File: config.mk
export PLATFORM = sky130hd
export DESIGN_NAME = pps_ctrl
export DESIGN_NICKNAME = d
export VERILOG_FILES = /design/src/sv/pps_pkg.sv /design/src/sv/pps_ctrl.sv
export SDC_FILE = /design/constraint.sdc
export NUM_CORES = 1
export LEC_CHECK = 0
export BUFFER_PORTS_ARGS = -buffer_cell sky130_fd_sc_hd__clkbuf_2
export CAP_MARGIN = 20
export CELL_PAD_IN_SITES_DETAIL_PLACEMENT = 1
export CELL_PAD_IN_SITES_GLOBAL_PLACEMENT = 1
export CORE_ASPECT_RATIO = 0.9
export CORE_MARGIN = 1
export CORE_UTILIZATION = 31
export DETAILED_ROUTE_END_ITERATION = 7
export GPL_TIMING_DRIVEN = 0
export MAX_ROUTING_LAYER = met4
export PLACE_DENSITY = 0.78
export SYNTH_ARGS = -nofsm -noshare
export SYNTH_HDL_FRONTEND = slang
export SYNTH_SLANG_ARGS = --single-unit
File: constraint.sdc
create_clock -name i_clk -period 2.5 [get_ports i_clk]
set_input_delay 0.125 -clock i_clk [delete_from_list [all_inputs] [get_ports i_clk]]
set_output_delay 0.125 -clock i_clk [all_outputs]
set_load 0.005 [all_outputs]
File: src/sv/pps_pkg.sv
// shared types, constants and tables of the pure pursuit steering block
// used by the cordic unit, datapath, controller, top level and checker
package pps_pkg;

    // cordic datapath widths
    localparam int unsigned CW      = 38;
    localparam int unsigned ZW      = 22;
    localparam int unsigned MAG_W   = 36;
    localparam int unsigned HALF_W  = MAG_W / 2;
    localparam int unsigned KINV_W  = 30;
    localparam int unsigned PROD_W  = HALF_W + KINV_W;
    localparam int unsigned ACC_W   = MAG_W + KINV_W;
    localparam int unsigned ATAN_IW = 5;
    localparam int unsigned SIN_W   = 32;
    localparam int unsigned NUM_W   = 24;
    localparam int unsigned WP_W    = 55;
    localparam int unsigned STEER_W = 15;

    // config register widths and reset values
    localparam int unsigned LA_W = 23;
    localparam int unsigned WB_W = 20;
    localparam logic [LA_W-1:0] LA_RESET = 23'd327680;
    localparam logic [WB_W-1:0] WB_RESET = 20'd183501;
    localparam logic REG_LOOKAHEAD  = 1'b0;
    localparam logic REG_WHEEL_BASE = 1'b1;

    // fixed point constants
    localparam logic [KINV_W-1:0]    KINV_Q30    = 30'd652032874;
    localparam logic [ACC_W-1:0]     ROUND_Q30   = ACC_W'(64'd1 << 29);
    localparam logic signed [ZW-1:0] PI_Q16      = 22'sd205887;
    localparam logic signed [ZW-1:0] TWO_PI_Q16  = 22'sd411775;
    localparam logic signed [ZW-1:0] HALF_PI_Q16 = 22'sd102944;
    localparam logic signed [ZW-1:0] STEER_RND   = 22'sd4;
    localparam logic signed [ZW-1:0] STEER_LIM   = 22'sd12868;
    localparam int                   STEER_LIMIT = 12868;
    localparam int unsigned          MIN_POINTS  = 3;

    typedef enum logic [1:0] {
        ACT_APPEND = 2'd0,
        ACT_CLEAR  = 2'd1,
        ACT_QUERY  = 2'd2
    } t_action;

    // cordic operand source
    typedef enum logic [1:0] {
        SRC_EGO   = 2'd0,
        SRC_PREV  = 2'd1,
        SRC_STEER = 2'd2
    } t_csrc;

    typedef enum logic [1:0] {
        C_IDLE, C_ITER, C_MUL_LO, C_MUL_HI
    } t_cstate;

    typedef enum logic [4:0] {
        S_IDLE, S_QCHK,
        S_N_RD, S_N_GO, S_N_WAIT,
        S_S_RD0, S_S_PREV, S_S_RD, S_S_GO, S_S_WAIT,
        S_G_RD, S_G_GO, S_G_WAIT,
        S_WRAP, S_FOLD, S_SIN_GO, S_SIN_WAIT, S_NUM,
        S_AT_GO, S_AT_WAIT, S_OUT
    } t_state;

    // controller to datapath commands
    typedef struct packed {
        logic  take;
        logic  set_few;
        logic  idx_zero;
        logic  idx_inc;
        logic  idx_best;
        logic  idx_last;
        logic  cordic_start;
        logic  cordic_rot;
        t_csrc src;
        logic  near_upd;
        logic  prev_load;
        logic  sum_clear;
        logic  seg_acc;
        logic  dist_load;
        logic  wrap_step;
        logic  fold;
        logic  sin_load;
        logic  num_load;
        logic  steer_load;
        logic  out_load;
    } t_cmd;

    // datapath to controller status
    typedef struct packed {
        logic few;
        logic done;
        logic last;
        logic seg_over;
        logic no_seg;
        logic wrap_need;
        logic out_busy;
    } t_stat;

    // arctangent table, q16 radians
    function automatic logic signed [ZW-1:0] atan_q16(input logic [ATAN_IW-1:0] i);
        logic signed [ZW-1:0] v;
        unique case (i)
            5'd0:    v = 22'sd51472;
            5'd1:    v = 22'sd30386;
            5'd2:    v = 22'sd16055;
            5'd3:    v = 22'sd8150;
            5'd4:    v = 22'sd4091;
            5'd5:    v = 22'sd2047;
            5'd6:    v = 22'sd1024;
            5'd7:    v = 22'sd512;
            5'd8:    v = 22'sd256;
            5'd9:    v = 22'sd128;
            5'd10:   v = 22'sd64;
            5'd11:   v = 22'sd32;
            5'd12:   v = 22'sd16;
            5'd13:   v = 22'sd8;
            5'd14:   v = 22'sd4;
            5'd15:   v = 22'sd2;
            5'd16:   v = 22'sd1;
            default: v = '0;
        endcase
        return v;
    endfunction

endpackage

File: src/sv/pps_ctrl.sv
// controller: sequences append, clear and the steps of a steering query
// depends on pps_pkg for the state, command and status types
module pps_ctrl import pps_pkg::*; (
    input  logic       i_clk,
    input  logic       i_rst_n,
    input  logic       i_valid,
    input  logic [1:0] i_action,
    input  t_stat      i_stat,
    output logic       o_ready,
    output t_cmd       o_cmd
);

    t_state r_state, n_state;

    // state register
    always_ff @(posedge i_clk) begin
        if (!i_rst_n) begin
            r_state <= S_IDLE;
        end else begin
            r_state <= n_state;
        end
    end

    // next state and commands
    always_comb begin
        n_state = r_state;
        o_cmd   = '0;
        o_cmd.src = SRC_EGO;
        o_ready = 1'b0;
        unique case (r_state)
            S_IDLE: begin
                o_ready = 1'b1;
                if (i_valid) begin
                    o_cmd.take = 1'b1;
                    if (i_action == ACT_QUERY) begin
                        n_state = S_QCHK;
                    end
                end
            end
            S_QCHK: begin
                if (i_stat.few) begin
                    o_cmd.set_few = 1'b1;
                    n_state = S_OUT;
                end else begin
                    o_cmd.idx_zero = 1'b1;
                    n_state = S_N_RD;
                end
            end
            // nearest point search
            S_N_RD: n_state = S_N_GO;
            S_N_GO: begin
                o_cmd.cordic_start = 1'b1;
                o_cmd.src = SRC_EGO;
                n_state = S_N_WAIT;
            end
            S_N_WAIT: begin
                if (i_stat.done) begin
                    o_cmd.near_upd = 1'b1;
                    if (i_stat.last) begin
                        o_cmd.sum_clear = 1'b1;
                        o_cmd.idx_best  = 1'b1;
                        n_state = S_S_RD0;
                    end else begin
                        o_cmd.idx_inc = 1'b1;
                        n_state = S_N_RD;
                    end
                end
            end
            // arc length walk from the nearest point
            S_S_RD0: n_state = S_S_PREV;
            S_S_PREV: begin
                o_cmd.prev_load = 1'b1;
                if (i_stat.no_seg) begin
                    o_cmd.idx_last = 1'b1;
                    n_state = S_G_RD;
                end else begin
                    o_cmd.idx_inc = 1'b1;
                    n_state = S_S_RD;
                end
            end
            S_S_RD: n_state = S_S_GO;
            S_S_GO: begin
                o_cmd.cordic_start = 1'b1;
                o_cmd.src = SRC_PREV;
                o_cmd.prev_load = 1'b1;
                n_state = S_S_WAIT;
            end
            S_S_WAIT: begin
                if (i_stat.done) begin
                    o_cmd.seg_acc = 1'b1;
                    priority if (i_stat.seg_over || i_stat.last) begin
                        n_state = S_G_RD;
                    end else begin
                        o_cmd.idx_inc = 1'b1;
                        n_state = S_S_RD;
                    end
                end
            end
            // goal point bearing and distance
            S_G_RD: n_state = S_G_GO;
            S_G_GO: begin
                o_cmd.cordic_start = 1'b1;
                o_cmd.src = SRC_EGO;
                n_state = S_G_WAIT;
            end
            S_G_WAIT: begin
                if (i_stat.done) begin
                    o_cmd.dist_load = 1'b1;
                    n_state = S_WRAP;
                end
            end
            S_WRAP: begin
                if (i_stat.wrap_need) begin
                    o_cmd.wrap_step = 1'b1;
                end else begin
                    n_state = S_FOLD;
                end
            end
            S_FOLD: begin
                o_cmd.fold = 1'b1;
                n_state = S_SIN_GO;
            end
            S_SIN_GO: begin
                o_cmd.cordic_start = 1'b1;
                o_cmd.cordic_rot = 1'b1;
                n_state = S_SIN_WAIT;
            end
            S_SIN_WAIT: begin
                if (i_stat.done) begin
                    o_cmd.sin_load = 1'b1;
                    n_state = S_NUM;
                end
            end
            S_NUM: begin
                o_cmd.num_load = 1'b1;
                n_state = S_AT_GO;
            end
            S_AT_GO: begin
                o_cmd.cordic_start = 1'b1;
                o_cmd.src = SRC_STEER;
                n_state = S_AT_WAIT;
            end
            S_AT_WAIT: begin
                if (i_stat.done) begin
                    o_cmd.steer_load = 1'b1;
                    n_state = S_OUT;
                end
            end
            S_OUT: begin
                if (!i_stat.out_busy) begin
                    o_cmd.out_load = 1'b1;
                    n_state = S_IDLE;
                end
            end
            default: n_state = S_IDLE;
        endcase
    end

endmodule

## Yosys cells after proc, flatten, opt, wreduce, memory -nomap -nowiden

Cells that the tools add are included.

| cells by class | value |
|---|---|
| reductions and logical operators | 5 |
| multiplexer cells | 48 |
| equality and inequality tests | 30 |

Operators by type and width:

| kind | number |
|---|---|
| $pmux 5 s21 | 1 |
| $mux 5 | 10 |
| $eq 5x4->1 const B | 8 |
| $mux 1 | 30 |
| $eq 5x5->1 const B | 5 |
| $eq 5x3->1 const B | 4 |
| $ne 2x2->1 const B | 9 |
| $eq 5x2->1 const B | 2 |
| $reduce_and 9->1 | 1 |
| $mux 4 | 2 |
| $eq 5x1->1 const B | 1 |
| $logic_not 5->1 | 1 |
| $reduce_or 5->1 | 1 |
| $mux 2 | 2 |
| $pmux 2 s2 | 1 |
| $mux 3 | 1 |
| $pmux 1 s3 | 1 |
| $eq 2x2->1 const B | 1 |
| $reduce_or 2->1 | 1 |
| $logic_or 1x1->1 | 1 |

| word-level totals | value |
|---|---|
| bits in registers | 5 |
| input bits | 12 |

## Logic depth before layout (Yosys ltp)

Gate-level depths: netlist (run 1).

| depth | value |
|---|---|
| depth in word-level cells | 4 |
| gate-level depth with buffers | 7 |
| depth with buffers taken out | 5 |

## Worst setup path before layout (run 1)

OpenSTA, ideal clock, no wires.

| timing | value |
|---|---|
| path type | reg-to-reg |
| start | register r_state[4] |
| end | register r_state[1] |
| required time | 2.381 ns |
| setup slack | 0.640 ns |
| arrival time | 1.741 ns |
| stages on the path, launching flop included | 7 |
| cells stage by stage | dfxtp_1 -> buf_6 -> or4b_4 -> a21boi_4 -> a221oi_4 -> nor3_1 -> o221a_1 |

| on the way | value |
|---|---|
| longest elaborated chain between the ends | 3 |

Ends and longest elaborated chain:

| what | line | source |
|---|---|---|
| start, declared | pps_ctrl.sv:13 | `t_state r_state, n_state;` |
| start signal, assigned | pps_ctrl.sv:20 | `r_state <= n_state;` |
| $eq 5x3->1, or another cell as far along | pps_ctrl.sv:30 | `unique case (r_state)` |
| $ne 2x2->1 (no line) | n/a |  |
| $reduce_and 9->1 (no line) | n/a |  |

Several ways; a longest one is shown, not always the timed one.
A chain may end at the register's enable or synchronous reset.

==> flow_metrics.tcl, run 1 <==
set metrics [dict create \
    port_buffers 33 \
    coreArea_mm2 0.002302 \
    cts_root_buf "clkbuf_4" \
    grt_max_degree 11 \
    layout-drive-gt1-share 0.2911 \
    area_growth_pct 28.44 \
    slew_viol_final 0 \
    ys_ff_latch 5 \
    viasPerCell 5.881 \
    drv_cap 0 \
    grt.overflow.total 0 \
    fin_crit_ns 2.238 \
    synthCells 121 \
    p_leak_nw 0.4807 \
    totalWireLength_um 3167 \
    cp.required_ns 2.38 \
    synth_top_area_frac 0.1264 \
    fp-row-count 16 \
    yosys_warnings 0 \
    wl_per_cell_um 17.12 \
    rsz0062_at_grt "no" \
    die_h_um 49.95 \
    first_pass_iters 4 \
    worstMarginPinSlew_ns 0.4907 \
    slew_headroom 0.6722 \
    initial_core_util 0.3440 \
    cts_buffers 3 \
    top_register "r_state" \
    timing.final.hold_violations 0 \
    grt_pass1_wl_um 5161 \
    arrival_ns 2.11 \
    status "finished clean" \
    grt_pass1_vias 1077 \
    yosys.area.top_type "dfxtp_1" \
    skew_ns 0.001621 \
    worst_setup_path_start_kind "flop" \
    antenna_found_initial 0 \
    yosysUniqueCellTypes 46 \
    cts_sinks 5 \
    setup_viol 0 \
    setup_tns_ns 0 \
    place.gp.congestion 0.8762 \
    instances_no_fill 185 \
    n_antenna_cell 0 \
    final_nets 171 \
    cp_max_fo 10 \
    fin_util 0.4418 \
    cts_tree "yes" \
    synth.cell_area_um2 792.0 \
    synth_ff_type "dfxtp_1" \
    htree_levels 1 \
    ant_nets 0 \
    numPlacedInstances 181 \
    globalRouteTotalUtil 0.2415 \
    die-area_mm2 0.002761 \
    clock_latency_ns 0.24 \
    finalCritPeriodShare 0.8951 \
    critPathKind "flop to output port" \
    power.total_mw 0.9422 \
    synth_edf_count 0 \
    cts_setup_buffers 0 \
    path_clk_slew_ns 0.04 \
    drt_iter0_drc 20 \
    max_freq_ghz 0.4469 \
    largest_reg_flops 5 \
    synthTopCellsByCount "15 x nand2_1, 13 x nor2_1, 11 x nor3_1" \
    syn_area_per_cell_um2 6.546 \
    pin_count 34 \
    cts_resized 0 \
    min_path_type "primary input to flop" \
    cts_max_path_buffers 2 \
    peakVddDrop_mv 0.4917 \
    yosys-top-cells-area "dfxtp_1 13%, nand2_1 7.1%, nor3_1 7.0%" \
    async_reset_ff_frac 0 \
    ys_seq_area_frac 0.1264 \
    vias 1088 \
    remaining_drc_errors 0 \
    reg_top3 "r_state (5)" \
    hold_buffers 0 \
    powerDensity_mw_per_mm2 926.3 \
    end_kind "output port" \
    die-width_um 55.28 \
    synth_nets 133 \
    place_hpwl_um 2473 \
    yosysMostFrequentCell "nand2_1" \
]
==> layout make-up <==
type                       count  area (µm²)
fill                         319        1285
multi-input combinational    102       626.9
timing repair buffer          33       165.2
sequential                     5       100.1
buffer                        11       53.80
tap                           27       33.78
clock buffer                   4       26.28
inverter                       3       11.26
==> where the power goes <==
part	switching, mW	internal, mW
registers	0.0183	0.106
logic	0.459	0.268
clock network	0.0309	0.0602
==> routing by layer <==
layer  part of all wire  vias to the layer above  global-route usage
li1                   -                      516                   -
met1               0.47                      545              0.2995
met2               0.50                       25              0.4197
met3              0.030                        2             0.03675
met4             0.0044                        0             0.04167
met5                  0                        -                   -
==> final timing paths <==
path	startpoint	to	slack, ns	depth (start not counted)
setup reg to reg	r_state[1]	r_state[2]	0.40	6
hold / removal	i_rst_n	r_state[1]	0.16	2
setup / recovery	r_state[2]	o_cmd[16]	0.26	7
hold reg to reg	r_state[3]	r_state[0]	0.90	3
==> per-stage QoR <==
stage | hold slack [ns] | cell area [µm²] | setup WS, ns
after floorplan | 0.2669 | 792.0 | 0.6399
after global placement | 0.3728 | 991.0 | 0.4848
after detailed placement | 0.4045 | 991.0 | 0.4229
after CTS | 0.1537 | 1017 | 0.2795
after global routing | 0.1510 | 1017 | 0.04699
final | 0.1601 | 1017 | 0.2622
==> logic make-up after synthesis <==
| family | count (synthesis) | synth area share |
|---|---|---|
| AO/OA/AOI/OAI | 28 | 0.2828 |
| multiplexers | 1 | 0.01422 |
| flip-flops | 5 | 0.1264 |
| AND/OR/NAND/NOR | 72 | 0.4834 |
| buffers and inverters | 14 | 0.08213 |
| XOR/XNOR | 1 | 0.01106 |
==> critical path: stages (launching register included) <==
cell and delay (ns):
dfxtp_1 0.30, buf_2 0.21, buf_1 0.41, nand2_1 0.13, nor3_1 0.37, and3_1 0.25, buf_4 0.11, clkbuf_2 0.10
==> layout by cell type, fill, tap and decap left out, types with 2 or more instances in the layout <==
cell type  netlist  routed
dfxtp_1          5       5
nor3_1          11      11
o22ai_1          2       2
clkbuf_2         0      33
nand2b_1         5       5
buf_1            4       4
clkbuf_1         4       5
and2_1           2       2
and3_1           5       5
inv_1            3       3
nand3_1          4       4
nand4_1          3       3
a311oi_1         2       2
clkbuf_4         0       3
nor2_1          13      13
a21oi_1          9       9
o21ai_0          2       2
nand2_1         15      15
nor2b_1          3       3
(Power assumes the default switching activity.)
==> run 2: changes to the inputs <==
--- a/config.mk
+++ b/config.mk
@@ -16,6 +16,7 @@
 export GPL_TIMING_DRIVEN = 0
 export MAX_ROUTING_LAYER = met4
 export PLACE_DENSITY = 0.78
+export SETUP_SLACK_MARGIN = 0.4
 export SYNTH_ARGS = -nofsm -noshare
 export SYNTH_HDL_FRONTEND = slang
 export SYNTH_SLANG_ARGS = --single-unit
==> run 2 against run 1 <==
Net effect: sequential share of layout area decreased by 0.22 points; die area stayed put; non-clock buffer count is the same; worst setup slack gained 0.21 ns; flip-flop and latch count unchanged; cell area rose by 2.3%; sequential power about the same; critical path depth is 1 lower; register-to-register slack gained 0.08 ns; cell count stayed put; hold slack about the same.
==> flow_metrics.tcl, run 2 (synthesis results as in run 1) <==
set metrics [dict create \
    status "finished clean" \
    fp-row-count 16 \
    clock_latency_ns 0.24 \
    r2r_cells 6 \
    fin_area_mm2 0.001041 \
    fin_crit_ns 2.024 \
    initial_core_util 0.3440 \
    arrival_ns 2.16 \
    min_to "r_state[1]" \
    die_h_um 49.95 \
    grt_pass1_vias 1064 \
    largest_reg_flops 5 \
    cts_max_path_buffers 2 \
    grt.overflow.total 0 \
    place_hpwl_um 2473 \
    ant_nets 0 \
    min_path_type "primary input to flop" \
    worstPathCellList "clkbuf_2 -> or4b_4 -> a21boi_4 -> a221oi_4 -> nor2_2 -> a311oi_2" \
    peakVddDrop_mv 0.5646 \
    totalWireLength_um 3303 \
    slew_headroom 0.6461 \
    top_register "r_state" \
    grt_max_degree 11 \
    cp_max_fo 10 \
    instances_no_fill 185 \
    cts_sinks 5 \
    skew_ns 0.0004157 \
    coreArea_mm2 0.002302 \
    hp-start "i_rst_n" \
    fin_ws_ns 0.4760 \
    cts_tree "yes" \
    worstMarginPinSlew_ns 0.5308 \
    preCtsSetupSlack_ns 0.4229 \
    remaining_drc_errors 0 \
    grt_pass1_wl_um 5181 \
    place.gp.congestion 0.8762 \
    htree_levels 1 \
    max_stage_delay_ns 0.55 \
    fin_util 0.4522 \
    r2r-end "r_state[2]" \
    powerDensity_mw_per_mm2 937.0 \
    drt_iter0_drc 14 \
    hold_slack_ns 0.1604 \
    cts_root_buf "clkbuf_4" \
    finalCritPeriodShare 0.8096 \
    n_antenna_cell 0 \
    first_pass_iters 4 \
    port_buffers 33 \
    setup_viol 0 \
    crit_start "r_state[1]" \
    critPathKind "flop to flop" \
    worstReg2RegStart "r_state[1]" \
    whs_path_depth 2 \
    end_kind "flop" \
    layout_common_cells "35 x clkbuf_2, 15 x nand2_1, 13 x nor2_1, 10 x nor3_1, 9 x a21oi_1" \
    path_clk_slew_ns 0.04 \
    die-area_mm2 0.002761 \
    cp_slowest_cell "or4b_4" \
    cp_top_family "compound AO/OA/AOI/OAI gates" \
    timing.final.hold_violations 0 \
    wl_per_cell_um 17.85 \
    die-width_um 55.28 \
    cts_buffers 3 \
    rsz0062_at_grt "yes" \
    cts_setup_buffers 0 \
    worst_setup_path_start_kind "flop" \
    setup_tns_ns 0 \
    reg2reg_slack_ns 0.48 \
    n_fill_cell 317 \
    pin_count 34 \
    p_leak_nw 0.5028 \
    power.total_mw 0.9754 \
    reg_top3 "r_state (5)" \
    final_nets 171 \
    drv_cap 0 \
    max_freq_ghz 0.4941 \
    numPlacedInstances 181 \
    layout-drive-gt1-share 0.3354 \
    globalRouteTotalUtil 0.2432 \
    vias 1104 \
    cp.required_ns 2.64 \
    slew_viol_final 0 \
    crit_buf_inv 1 \
    final_common_cell "clkbuf_2" \
    area_growth_pct 31.44 \
    dpl-instance-area_um2 991.0 \
    antenna_found_initial 0 \
    viasPerCell 5.968 \
]
[run 2: final cells by class]
class                           instances  area (µm²)  area share
Sequential cell                         5       100.1     0.09615
Tap cell                               27       33.78     0.03245
Buffer                                 11       61.31     0.05889
Inverter                                3       11.26     0.01082
Multi-Input combinational cell        102       643.1      0.6178
Clock buffer                            4       26.28     0.02524
Timing Repair Buffer                   33       165.2      0.1587
[run 2: routing by layer]
| layer | wire (µm) | share of wire | GRT usage |
|---|---|---|---|
| met5 | 0 | 0 | - |
| met4 | 0 | 0 | 0.03750 |
| met3 | 155 | 0.047 | 0.03675 |
| met2 | 1712 | 0.52 | 0.4257 |
| met1 | 1436 | 0.43 | 0.3011 |
[run 2: power by group]
part	total [mW]	internal [mW]	switching [mW]
sequential	0.126	0.106	0.0199
clock	0.0905	0.0602	0.0303
combinational	0.759	0.285	0.475
[run 2: what timing repair did]
| action | CTS | global route |
|---|---|---|
| setup endpoints to repair | 4 | 11 |
| gates resized for setup | 3 | 7 |
| hold buffers | 0 | 0 |
[run 2: worst max-delay path by stage]
stage	endpoint	cells after the start	slack, ns
finish	r_state[2]	6	0.48
global route	o_cmd[16]	7	0.33
CTS	o_cmd[16]	7	0.36
detailed placement	r_state[2]	6	0.42
global placement	r_state[1]	6	0.48
floorplan	r_state[1]	6	0.64
